### config.mk
export PLATFORM = sky130hd
export DESIGN_NAME = thermal_frame_change_detector
export DESIGN_NICKNAME = d
export VERILOG_FILES = /design/src/sv/thfcd_pkg.sv /design/src/sv/thermal_frame_change_detector.sv /design/src/sv/thfcd_hist_ram.sv
export VERILOG_INCLUDE_DIRS = /design/src /design/src/sv
export SDC_FILE = /design/constraint.sdc
export NUM_CORES = 2
export LEC_CHECK = 0
export ABC_AREA = 1
export BUFFER_PORTS_ARGS = -buffer_cell sky130_fd_sc_hd__buf_4
export CAP_MARGIN = 20
export CORE_MARGIN = 8
export CORE_UTILIZATION = 60
export CTS_CLUSTER_SIZE = 28
export DETAILED_ROUTE_END_ITERATION = 10
export PLACE_DENSITY = 0.76
export SLEW_MARGIN = 20
export SYNTH_ARGS = -nofsm -noshare
export SYNTH_HDL_FRONTEND = slang
export SYNTH_SLANG_ARGS = --single-unit
### constraint.sdc
create_clock -name clk -period 7.1 [get_ports clk]
set_input_delay 0.355 -clock clk [delete_from_list [all_inputs] [get_ports clk]]
set_output_delay 0.355 -clock clk [all_outputs]
set_load 0.1 [all_outputs]
### src/sv/thermal_frame_change_detector_defines.svh
// Assertion macros shared by the thermal frame change detector RTL.
`ifndef THERMAL_FRAME_CHANGE_DETECTOR_DEFINES_SVH
`define THERMAL_FRAME_CHANGE_DETECTOR_DEFINES_SVH

// Same-cycle implication, disabled while reset is asserted.
`define THFCD_ASSERT_NOW(label, clk, rst_n, ante, cons, msg) \
    label: assert property (@(posedge clk) disable iff (!rst_n) (ante) |-> (cons)) \
        else $error(msg);

// Next-cycle implication, disabled while reset is asserted.
`define THFCD_ASSERT_NEXT(label, clk, rst_n, ante, cons, msg) \
    label: assert property (@(posedge clk) disable iff (!rst_n) (ante) |=> (cons)) \
        else $error(msg);

`endif

### src/sv/thfcd_pkg.sv
// Package: constants, types and register indexes of the thermal frame change detector.
`timescale 1ns / 1ps
`default_nettype none

package thfcd_pkg;

    localparam int PIXELS         = 64;
    localparam int HISTORY_FRAMES = 4;

    localparam int POS_W   = (PIXELS > 1) ? $clog2(PIXELS) : 1;
    localparam int SLOT_W  = (HISTORY_FRAMES > 1) ? $clog2(HISTORY_FRAMES) : 1;
    localparam int DEPTH   = PIXELS * HISTORY_FRAMES;
    localparam int ADDR_W  = (DEPTH > 1) ? $clog2(DEPTH) : 1;
    // holds HISTORY_FRAMES * 508 and the slot sum
    localparam int THR_W   = 9 + $clog2(HISTORY_FRAMES + 1);

    localparam int CFG_IDX_W = 2;
    localparam int CFG_DAT_W = 8;
    localparam int COUNT_W   = 7;

    localparam logic [7:0]         PIX_MAX   = 8'hFF;
    localparam logic [COUNT_W-1:0] COUNT_MAX = '1;

    typedef enum logic [CFG_IDX_W-1:0] {
        REG_CHANGE_DEGREES     = 2'd0,
        REG_CHANGE_PIXEL_COUNT = 2'd1,
        REG_READING_OFFSET     = 2'd2,
        REG_SEND_FIRST_FRAME   = 2'd3
    } cfg_idx_t;

    typedef enum logic [2:0] {
        ST_IDLE,
        ST_PRIME,
        ST_READ,
        ST_DRAIN,
        ST_DONE
    } state_t;

endpackage

`default_nettype wire

### src/sv/thermal_frame_change_detector.sv
// Top level: thermal pixel offset/clamp, per-pixel history and frame change decision.
//
//  channel | dir | handshake            | payload
//  --------+-----+----------------------+------------------------------------------
//  in      | in  | in_valid / in_ready  | raw_low, raw_high, start_of_frame
//  out     | out | out_valid / out_ready| pixel_value, frame_end, publish_frame
//  cfg     | in  | cfg_valid / cfg_ready| cfg_index, cfg_data (always ready)
//
// One word at a time. Priming frame: one RAM write per history slot for each
// word. Primed frames: paced by the single RAM read port (one slot read per
// cycle, plus registered read data). in_ready is high only in idle; a finished
// result waits in the output register while the next word is accepted. Reset
// clears control state; history RAM is left as is and is fully written by the
// priming frame before any read.
`timescale 1ns / 1ps
`default_nettype none
`include "thermal_frame_change_detector_defines.svh"

module thermal_frame_change_detector (
    input  wire logic                               clk,
    input  wire logic                               rst_n,
    // input pixel channel
    input  wire logic                               in_valid,
    output      logic                               in_ready,
    input  wire logic [7:0]                         raw_low,
    input  wire logic [3:0]                         raw_high,
    input  wire logic                               start_of_frame,
    // result channel
    output      logic                               out_valid,
    input  wire logic                               out_ready,
    output      logic [7:0]                         pixel_value,
    output      logic                               frame_end,
    output      logic                               publish_frame,
    // configuration channel
    input  wire logic                               cfg_valid,
    output      logic                               cfg_ready,
    input  wire logic [thfcd_pkg::CFG_IDX_W-1:0]    cfg_index,
    input  wire logic [thfcd_pkg::CFG_DAT_W-1:0]    cfg_data
);

    localparam int POS_W   = thfcd_pkg::POS_W;
    localparam int SLOT_W  = thfcd_pkg::SLOT_W;
    localparam int ADDR_W  = thfcd_pkg::ADDR_W;
    localparam int THR_W   = thfcd_pkg::THR_W;
    localparam int COUNT_W = thfcd_pkg::COUNT_W;

    localparam logic [POS_W-1:0]  LAST_POS  = POS_W'(thfcd_pkg::PIXELS - 1);
    localparam logic [SLOT_W-1:0] LAST_SLOT = SLOT_W'(thfcd_pkg::HISTORY_FRAMES - 1);
    localparam logic [THR_W-1:0]  HF_MUL    = THR_W'(thfcd_pkg::HISTORY_FRAMES);

    // configuration registers
    logic [5:0]         cd_reg;
    logic [6:0]         cpc_reg;
    logic signed [7:0]  ofs_reg;
    logic               sff_reg;

    // control state
    thfcd_pkg::state_t  state_reg, state_next;
    logic [POS_W-1:0]   position_reg;
    logic [SLOT_W-1:0]  slot_reg;
    logic [COUNT_W-1:0] count_reg;
    logic               primed_reg;
    logic [SLOT_W-1:0]  k_reg;
    logic               rd_vld_reg;
    logic               out_valid_reg;

    // per-word working registers
    logic [POS_W-1:0]   pos_reg;
    logic [7:0]         pix_reg;
    logic               is_end_reg;
    logic [SLOT_W-1:0]  rd_slot_reg;
    logic [THR_W-1:0]   acc_reg;
    logic [THR_W-1:0]   hi_reg;
    logic [THR_W-1:0]   lo_reg;
    logic               lo_ok_reg;
    logic [7:0]         pixel_value_reg;
    logic               frame_end_reg;
    logic               publish_reg;

    // combinational
    logic               accept;
    logic               done_go;
    logic               rd_issue;
    logic               mem_we;
    logic [ADDR_W-1:0]  mem_waddr;
    logic [ADDR_W-1:0]  mem_raddr;
    logic [7:0]         mem_rdata;
    logic [ADDR_W-1:0]  base;
    logic signed [12:0] sum;
    logic [7:0]         pix;
    logic [POS_W-1:0]   pos_sel;
    logic [7:0]         thr;
    logic [8:0]         hi_arg;
    logic [8:0]         lo_arg;
    logic               dev;
    logic [COUNT_W-1:0] count_new;

    assign cfg_ready     = 1'b1;
    assign out_valid     = out_valid_reg;
    assign pixel_value   = pixel_value_reg;
    assign frame_end     = frame_end_reg;
    assign publish_frame = publish_reg;

    assign accept  = in_valid && in_ready;
    assign done_go = (state_reg == thfcd_pkg::ST_DONE) && (!out_valid_reg || out_ready);

    // sign-extended reading plus offset, clamped to 0..255
    assign sum = 13'(signed'({raw_high, raw_low})) + 13'(ofs_reg);
    always_comb
    begin
        priority if (sum < 0)
            pix = 8'd0;
        else if (sum > 13'sd255)
            pix = thfcd_pkg::PIX_MAX;
        else
            pix = sum[7:0];
    end

    assign pos_sel = start_of_frame ? '0 : position_reg;
    assign base    = ADDR_W'(ADDR_W'(pos_reg) * ADDR_W'(thfcd_pkg::HISTORY_FRAMES));

    // deviation bounds: floor(acc/HF) > pix+T  <=>  acc >= HF*(pix+T+1)
    //                   floor(acc/HF) < pix-T  <=>  acc <  HF*(pix-T)
    assign thr    = {cd_reg, 2'b00};
    assign hi_arg = 9'(pix_reg) + 9'(thr) + 9'd1;
    assign lo_arg = 9'(pix_reg) - 9'(thr);

    assign dev = (acc_reg >= hi_reg) || (lo_ok_reg && (acc_reg < lo_reg));
    assign count_new = (dev && (count_reg != thfcd_pkg::COUNT_MAX)) ?
                       count_reg + COUNT_W'(1) : count_reg;

    // next state
    always_comb
    begin
        state_next = state_reg;
        unique case (state_reg)
            thfcd_pkg::ST_IDLE:
            begin
                if (in_valid)
                    state_next = primed_reg ? thfcd_pkg::ST_READ : thfcd_pkg::ST_PRIME;
            end
            thfcd_pkg::ST_PRIME:
            begin
                if (k_reg == LAST_SLOT)
                    state_next = thfcd_pkg::ST_DONE;
            end
            thfcd_pkg::ST_READ:
            begin
                if (k_reg == LAST_SLOT)
                    state_next = thfcd_pkg::ST_DRAIN;
            end
            thfcd_pkg::ST_DRAIN:
            begin
                state_next = thfcd_pkg::ST_DONE;
            end
            thfcd_pkg::ST_DONE:
            begin
                if (!out_valid_reg || out_ready)
                    state_next = thfcd_pkg::ST_IDLE;
            end
            default:
            begin
                state_next = thfcd_pkg::ST_IDLE;
            end
        endcase
    end

    // state outputs: handshake and RAM port control
    always_comb
    begin
        in_ready  = 1'b0;
        rd_issue  = 1'b0;
        mem_we    = 1'b0;
        mem_waddr = base;
        mem_raddr = base + ADDR_W'(k_reg);
        unique case (state_reg)
            thfcd_pkg::ST_IDLE:
            begin
                in_ready = 1'b1;
            end
            thfcd_pkg::ST_PRIME:
            begin
                // priming fills every slot of the pixel
                mem_we    = 1'b1;
                mem_waddr = base + ADDR_W'(k_reg);
            end
            thfcd_pkg::ST_READ:
            begin
                rd_issue = 1'b1;
            end
            thfcd_pkg::ST_DRAIN:
            begin
                mem_we = 1'b0;
            end
            thfcd_pkg::ST_DONE:
            begin
                // current slot gets the new pixel; it was read as pix_reg already
                mem_we    = primed_reg;
                mem_waddr = base + ADDR_W'(slot_reg);
            end
            default:
            begin
                in_ready = 1'b0;
            end
        endcase
    end

    thfcd_hist_ram u_hist_ram (
        .clk   (clk),
        .we    (mem_we),
        .waddr (mem_waddr),
        .wdata (pix_reg),
        .raddr (mem_raddr),
        .rdata (mem_rdata)
    );

    // configuration registers
    always_ff @(posedge clk or negedge rst_n)
    begin
        if (!rst_n)
        begin
            cd_reg  <= 6'd1;
            cpc_reg <= 7'd1;
            ofs_reg <= 8'sd0;
            sff_reg <= 1'b1;
        end
        else if (cfg_valid && cfg_ready)
        begin
            unique case (thfcd_pkg::cfg_idx_t'(cfg_index))
                thfcd_pkg::REG_CHANGE_DEGREES:     cd_reg  <= cfg_data[5:0];
                thfcd_pkg::REG_CHANGE_PIXEL_COUNT: cpc_reg <= cfg_data[6:0];
                thfcd_pkg::REG_READING_OFFSET:     ofs_reg <= signed'(cfg_data[7:0]);
                thfcd_pkg::REG_SEND_FIRST_FRAME:   sff_reg <= cfg_data[0];
                default:                           cd_reg  <= cd_reg;
            endcase
        end
    end

    // control registers
    always_ff @(posedge clk or negedge rst_n)
    begin
        if (!rst_n)
        begin
            state_reg     <= thfcd_pkg::ST_IDLE;
            position_reg  <= '0;
            slot_reg      <= '0;
            count_reg     <= '0;
            primed_reg    <= 1'b0;
            k_reg         <= '0;
            rd_vld_reg    <= 1'b0;
            out_valid_reg <= 1'b0;
        end
        else
        begin
            state_reg  <= state_next;
            rd_vld_reg <= rd_issue;

            if (accept)
            begin
                k_reg        <= '0;
                position_reg <= (pos_sel == LAST_POS) ? '0 : pos_sel + POS_W'(1);
                if (pos_sel == '0)
                    count_reg <= '0;
            end
            else if ((state_reg == thfcd_pkg::ST_PRIME) || (state_reg == thfcd_pkg::ST_READ))
            begin
                k_reg <= k_reg + SLOT_W'(1);
            end

            if (out_valid_reg && out_ready && !done_go)
                out_valid_reg <= 1'b0;

            if (done_go)
            begin
                out_valid_reg <= 1'b1;
                if (primed_reg)
                begin
                    count_reg <= count_new;
                    if (is_end_reg)
                        slot_reg <= (slot_reg == LAST_SLOT) ? '0 : slot_reg + SLOT_W'(1);
                end
                else if (is_end_reg)
                begin
                    primed_reg <= 1'b1;
                end
            end
        end
    end

    // datapath registers
    always_ff @(posedge clk)
    begin
        if (accept)
        begin
            pos_reg    <= pos_sel;
            pix_reg    <= pix;
            is_end_reg <= (pos_sel == LAST_POS);
            acc_reg    <= '0;
        end
        else if (rd_vld_reg)
        begin
            acc_reg <= acc_reg + ((rd_slot_reg == slot_reg) ? THR_W'(pix_reg) :
                                                              THR_W'(mem_rdata));
        end

        rd_slot_reg <= k_reg;

        if (state_reg == thfcd_pkg::ST_READ)
        begin
            hi_reg    <= THR_W'(THR_W'(hi_arg) * HF_MUL);
            lo_reg    <= THR_W'(THR_W'(lo_arg) * HF_MUL);
            lo_ok_reg <= (pix_reg > thr);
        end

        if (done_go)
        begin
            pixel_value_reg <= pix_reg;
            frame_end_reg   <= is_end_reg;
            if (!is_end_reg)
                publish_reg <= 1'b0;
            else if (primed_reg)
                publish_reg <= (count_new >= cpc_reg);
            else
                publish_reg <= sff_reg;
        end
    end

    // assertions
    `THFCD_ASSERT_NOW(a_ready_no_read, clk, rst_n, in_ready, !rd_vld_reg, "read in flight while ready")
    `THFCD_ASSERT_NOW(a_publish_end, clk, rst_n, out_valid && publish_frame, frame_end, "publish without frame end")
    `THFCD_ASSERT_NEXT(a_accept_path, clk, rst_n, accept, (state_reg == thfcd_pkg::ST_PRIME) || (state_reg == thfcd_pkg::ST_READ), "accepted word not processed")
    `THFCD_ASSERT_NOW(a_primed_stays, clk, rst_n, 1'b1, !$fell(primed_reg), "primed flag dropped")

endmodule

`default_nettype wire

### src/sv/thfcd_hist_ram.sv
// History RAM: one write port, one read port with registered read data.
`timescale 1ns / 1ps
`default_nettype none

module thfcd_hist_ram (
    input  wire logic                          clk,
    input  wire logic                          we,
    input  wire logic [thfcd_pkg::ADDR_W-1:0]  waddr,
    input  wire logic [7:0]                    wdata,
    input  wire logic [thfcd_pkg::ADDR_W-1:0]  raddr,
    output      logic [7:0]                    rdata
);

    logic [7:0] mem [thfcd_pkg::DEPTH];

    always_ff @(posedge clk)
    begin
        if (we)
        begin
            mem[waddr] <= wdata;
        end
    end

    always_ff @(posedge clk)
    begin
        rdata <= mem[raddr];
    end

endmodule

`default_nettype wire

# Word-level counts from Yosys, hierarchy flattened
# Memory sizes are Yosys's and may differ from the RTL's. A register that Yosys moved wholly into a read port is not among the register bits.
# Cells that the tools add are included.
[word_totals] ff_bits=103 mem_bits_rw=2048 input_bits=28 out_inout_bits=13 elab_cells=108 n_memories=1
[mem_list] name="u_hist_ram.mem" depth=256 word_bits=8 rd=1 rd_clocked_by_memory_dff=1 wr=1 line="thfcd_hist_ram.sv:14" source="logic [7:0] mem [thfcd_pkg::DEPTH];"
[op_classes] n_addsub=11 magnitude_cmp=6 n_eq_ne=16 mux=29 reduce_logical=22
[op_table] cell="2-to-1 mux 7 bit" count=5
[op_table] cell="adder 8 x 2 -> 8 bit" count=2
[op_table] cell="2-to-1 mux 8 bit" count=2
[op_table] cell="one-hot mux 8 bit (2 select lines)" count=1
[op_table] cell="one-hot mux 3 bit (5 select lines)" count=1
[op_table] cell="adder 12 x 8 -> 13 bit" count=1
[op_table] cell="> comparator 13 x 9 -> 1 bit (second input constant)" count=1
[op_table] cell="< comparator 13 x 1 -> 1 bit (second input constant)" count=1
[op_table] cell="adder 12 x 8 -> 12 bit" count=1
[op_table] cell=">= comparator 12 x 11 -> 1 bit" count=1
[op_table] cell="< comparator 12 x 11 -> 1 bit" count=1
[op_table] cell="2-to-1 mux 3 bit" count=4
[op_table] cell="2-to-1 mux 6 bit" count=2
[op_table] cell="adder 8 x 8 -> 9 bit" count=1
[op_table] cell="adder 9 x 1 -> 9 bit (second input constant)" count=1
[op_table] cell="2-to-1 mux 1 bit" count=9
[op_table] cell="subtractor 8 x 8 -> 9 bit" count=1
[op_table] cell="equality test 2 bit (second input constant)" count=4
[op_table] cell="> comparator 8 bit" count=1
[op_table] cell="2-to-1 mux 2 bit" count=4
[op_table] cell="AND reduction 2 bit" count=4
[op_table] cell="adder 7 x 1 -> 7 bit (second input constant)" count=1
[op_table] cell=">= comparator 7 bit" count=1
[op_table] cell="!= test 7 bit (second input constant)" count=1
[op_table] cell="other kinds (20)" count=33

# Longest topological paths before layout
[depth] word_depth=7 mapped_depth=19 ltp_nobuf=19

# Hierarchy
# From an unflattened synthesis, not the netlist that was laid out.
[unflattened] cells_unflattened=7797 area_unflattened_um2=89988.8
[by_module_without_submodules] module="thfcd_hist_ram" n_inst=1 cells_per_inst=7003 area_per_inst_um2=83396.2 seq_area_each_um2=61659.1
[by_module_without_submodules] module="thermal_frame_change_detector" n_inst=1 cells_per_inst=794 area_per_inst_um2=6592.6 seq_area_each_um2=2731.4

# Worst setup path after synthesis
# Ideal clock, no wire load.
[synth_path] kind="register to register" start="register pix_reg[0]" end="register acc_reg[10]" setup_ns=0.158 arrival_ns=5.056 t_required_ns=6.942 setup_slack_ns=1.886 path_stages_with_launch=11 n_path_buf=0 period_less_slack_ns=5.214 cell_sequence="edfxtp_1 > inv_1 > o21ai_0 > ha_1 > fa_1 > a21oi_1 > o21bai_1 > nand2_1 > o311ai_0 > and3_1 > nor3_1"
[synth_between] elab_chain_cells=2
[synth_rtl] item="start: declaration" line="thermal_frame_change_detector.sv:69" source="logic [7:0] pix_reg;"
[synth_rtl] item="start signal: assignment" line="thermal_frame_change_detector.sv:296" source="pix_reg <= pix;"
[synth_rtl] item="2-to-1 mux 8 bit" line="thermal_frame_change_detector.sv:302" source="acc_reg <= acc_reg + ((rd_slot_reg == slot_reg) ? THR_W'(pix_reg) :"
[synth_rtl] item="adder 12 x 8 -> 12 bit" line="thermal_frame_change_detector.sv:302"
[synth_rtl] item="end signal: assignment" line="thermal_frame_change_detector.sv:302"
[synth_rtl] item="end: declaration" line="thermal_frame_change_detector.sv:72" source="logic [THR_W-1:0] acc_reg;"
# Every way passes these cells.
# A chain may end at the register's enable or synchronous reset.

# Final worst setup path
[layout_path] start="register k_reg[0]" end="register u_hist_ram.rdata[4], read port of u_hist_ram.mem"
[layout_between] elab_chain_cells=1
[layout_rtl] item="start: declaration" line="thermal_frame_change_detector.sv:63" source="logic [SLOT_W-1:0] k_reg;"
[layout_rtl] item="start signal: assignment" line="thermal_frame_change_detector.sv:267" source="k_reg <= k_reg + SLOT_W'(1);"
[layout_rtl] item="adder 8 x 2 -> 8 bit" line="thermal_frame_change_detector.sv:175" source="mem_raddr = base + ADDR_W'(k_reg);"
[layout_rtl] item="end: declaration" line="thfcd_hist_ram.sv:11" source="output logic [7:0] rdata"
# Every way passes these cells.

==> flow_metrics.py <==
metrics = {
    "floorplan": {
        "dieArea_mm2": 0.1634,
        "die_w_um": 404.3,
        "dieHeight_um": 404.3,
        "ioPinCount": 41,
        "num_rows": 142,
        "core_area_mm2": 0.1498,
        "initial_core_util": 0.6039,
    },
    "setup_path": {
        "required_ns": 7.90,
        "critPathLaunchType": "flop",
        "cp_slowest_cell": "buf_4",
        "regToRegSetupSlack_ns": 2.48,
        "reg2reg_from": "k_reg[0]",
        "max_stage_delay_ns": 0.83,
        "worst-setup-path-type": "flop to flop",
        "worstPathCellList": "inv_8 -> buf_4 -> buf_4 -> o21ai_0 -> nand2_1 -> nand2_1 -> nand2_1 -> o21ai_0 -> nand2_1 -> nor2_1 -> nor2_1 -> nor2_1 -> nand2_1",
        "worst_path_dominant_cell_family": "buffers and inverters",
        "arrival_ns": 5.42,
        "end_kind": "flop",
        "path_common_cell": "nand2_1",
        "crit_cells": 13,
        "crit_fanout": 152,
        "rr_worst_depth": 13,
        "crit_start": "k_reg[0]",
        "r2r-end": "u_hist_ram.rdata[4]",
        "crit_buf_inv": 3,
    },
    "sta": {
        "fin_skew_ns": 0.04219,
        "fmax_ghz": 0.2166,
        "maxSlewHeadroom": 0.1825,
        "hold_ws_ns": 0.1025,
        "tns_ns": 0,
        "finalHoldViolations": 0,
        "rsz0062_at_grt": "false",
        "slew_violations": 0,
        "min_period_ns": 4.618,
        "finalSetupViolCount": 0,
        "fin_crit_sh": 0.6504,
        "worstMarginPinSlew_ns": 1.222,
    },
    "placed_design": {
        "dp_hpwl_um": 127900,
        "portBuffers": 39,
        "place.gp.congestion": 0.9073,
        "placedInstanceArea_mm2": 0.09189,
    },
    "clocking": {
        "clock-sinks": 2159,
        "cts_made_buffers": 206,
        "cts_hold_buf": 16,
        "clockBufferDepth": 3,
        "cts_setup_buffers": 0,
        "htreeDepth": 4,
        "root_buffer": "clkbuf_16",
        "cts_tree": "yes",
        "clk_pin_slew_ns": 0.06,
        "clk_latency_ns": 0.85,
        "cts_resized": 0,
    },
    "routing": {
        "routedWlPerCell_um": 22.74,
        "drt_pass1_iterations": 9,
        "drtIter0Drc": 8728,
        "antenna_left": 0,
        "wl_um": 234100,
        "route.detailed.drc": 0,
        "num_vias": 61320,
        "viasPerCell": 5.954,
    },
    "layout": {
        "fin_nets": 8202,
        "design_area_mm2": 0.09846,
        "largest_reg_flops": 2048,
        "area_growth_pct": 8.858,
        "n_fill_cell": 10700,
        "final_util": 0.6574,
        "drive_above_1_share": 0.05231,
    },
    "global_routing": {
        "grt_pass1_wl_um": 351300,
        "antenna_found_initial": 10,
        "track_usage": 0.2800,
        "grt_pass1_vias": 58180,
        "overflow": 0,
        "grt_max_degree": 199,
    },
    "power": {
        "ir_worst_vdd_mv": 0.3351,
        "power_per_cell_area_mw_per_mm2": 374.1,
        "p_leak_nw": 35.84,
    },
    "logic_synthesis": {
        "ys_types": 48,
        "ys_seq_elements": 2159,
        "ys_dominant_reg_cell": "edfxtp_1",
        "synth_common_cells": "edfxtp_1, nor2_1, nand2_1",
        "synth_largest_area_cell": "edfxtp_1",
        "synth_most_common_cell": "edfxtp_1",
        "synth_area_mm2": 0.09044,
        "syn_avg_cell_area_um2": 11.01,
        "synthTopCellsByArea": "edfxtp_1, nor2_1, nand2_1",
        "yosysSeqAreaShare": 0.7119,
        "yosys_warnings": 0,
        "synth_top_area_frac": 0.6946,
        "synth-async-reset-ratio": 0.02084,
        "synth_cells": 8215,
        "synth_nets": 8309,
        "synth_edf_count": 2092,
    },
    "run": {
        "cap_viol_max_count": 0,
    },
    "status": {
        "status": "finished clean",
    },
    "worst_hold_path": {
        "hold_class": "primary input to asynchronous set/reset pin",
    },
}
## worst max-delay path by stage
stage                          end  slack (ns)
2_1_floorplan          acc_reg[10]        1.89
3_3_place_gp   u_hist_ram.rdata[0]        2.67
3_5_place_dp   u_hist_ram.rdata[7]        2.66
4_1_cts        u_hist_ram.rdata[7]        2.63
5_1_grt        u_hist_ram.rdata[0]        2.27
6_report       u_hist_ram.rdata[4]        2.48
## routing by layer
metal / global-route usage / part of all wire
met1: 0.3836 / 0.38
met2: 0.4430 / 0.47
met3: 0.04954 / 0.11
met4: 0.1263 / 0.047
met5: 0 / 0.00018
## cell usage in the layout, fill, tap and decap left out, drive strengths merged, types with 42 or more instances in the layout
master and count:
nand2 1830, nand3 87, clkbuf 269, dfrtp 42, ha 63, inv 293, a21oi 49, buf 115
edfxtp 2092, clkinv 88, o21ai 1176, nor2 1982
## through the flow
| step | worst slack, ns | power (mW) | instances |
|---|---|---|---|
| 2_1_floorplan | 1.886 | 23.20 | 8215 |
| 3_3_place_gp | 2.675 | 26.04 | 9898 |
| 3_5_place_dp | 2.657 | 26.33 | 9899 |
| 4_1_cts | 2.627 | 36.68 | 10290 |
| 5_1_grt | 2.275 | 38.44 | 10290 |
| 6_report | 2.482 | 36.83 | 10300 |
## kinds of logic (layout without fill, tap and decap cells)
logic type | Yosys count | count (layout) | share of synthesized area
compound gates | 1272 | 1272 | 0.07169
xor+xnor | 29 | 29 | 0.002808
fa+ha+maj | 66 | 66 | 0.009379
buf+inv | 733 | 795 | 0.03665
flops | 2159 | 2159 | 0.7119
mux | 5 | 5 | 0.0006225
other cells | 1 | 6 | 0.00004146
simple gates | 3950 | 3950 | 0.1669
## worst reg2reg max path, stage by stage, from the launching register on
cell,delay [ns]
dfrtp_4,0.71
inv_8,0.67
buf_4,0.90
buf_4,0.91
o21ai_0,0.30
nand2_1,0.12
nand2_1,0.06
nand2_1,0.17
o21ai_0,0.17
nand2_1,0.14
nor2_1,0.05
nor2_1,0.14
nor2_1,0.15
nand2_1,0.09
## where the power goes
group | switching [mW] | internal (mW) | leakage (nW)
clock network | 4.66 | 5.79 | 3.10
logic | 8.24 | 2.93 | 13.2
registers | 0.332 | 14.9 | 19.5
## cell type report
class	count	area [um^2]	share of cell area
repair buffers	131	1285	0.01305
multi-input cells	5323	22770	0.2313
well taps	2016	2522	0.02562
clock inverters	108	845.8	0.008591
inverters	287	1102	0.01120
flip-flops and latches	2159	64400	0.6541
clock buffers	269	5517	0.05603
diodes	5	12.51	0.0001271
(Power assumes the default switching activity.)
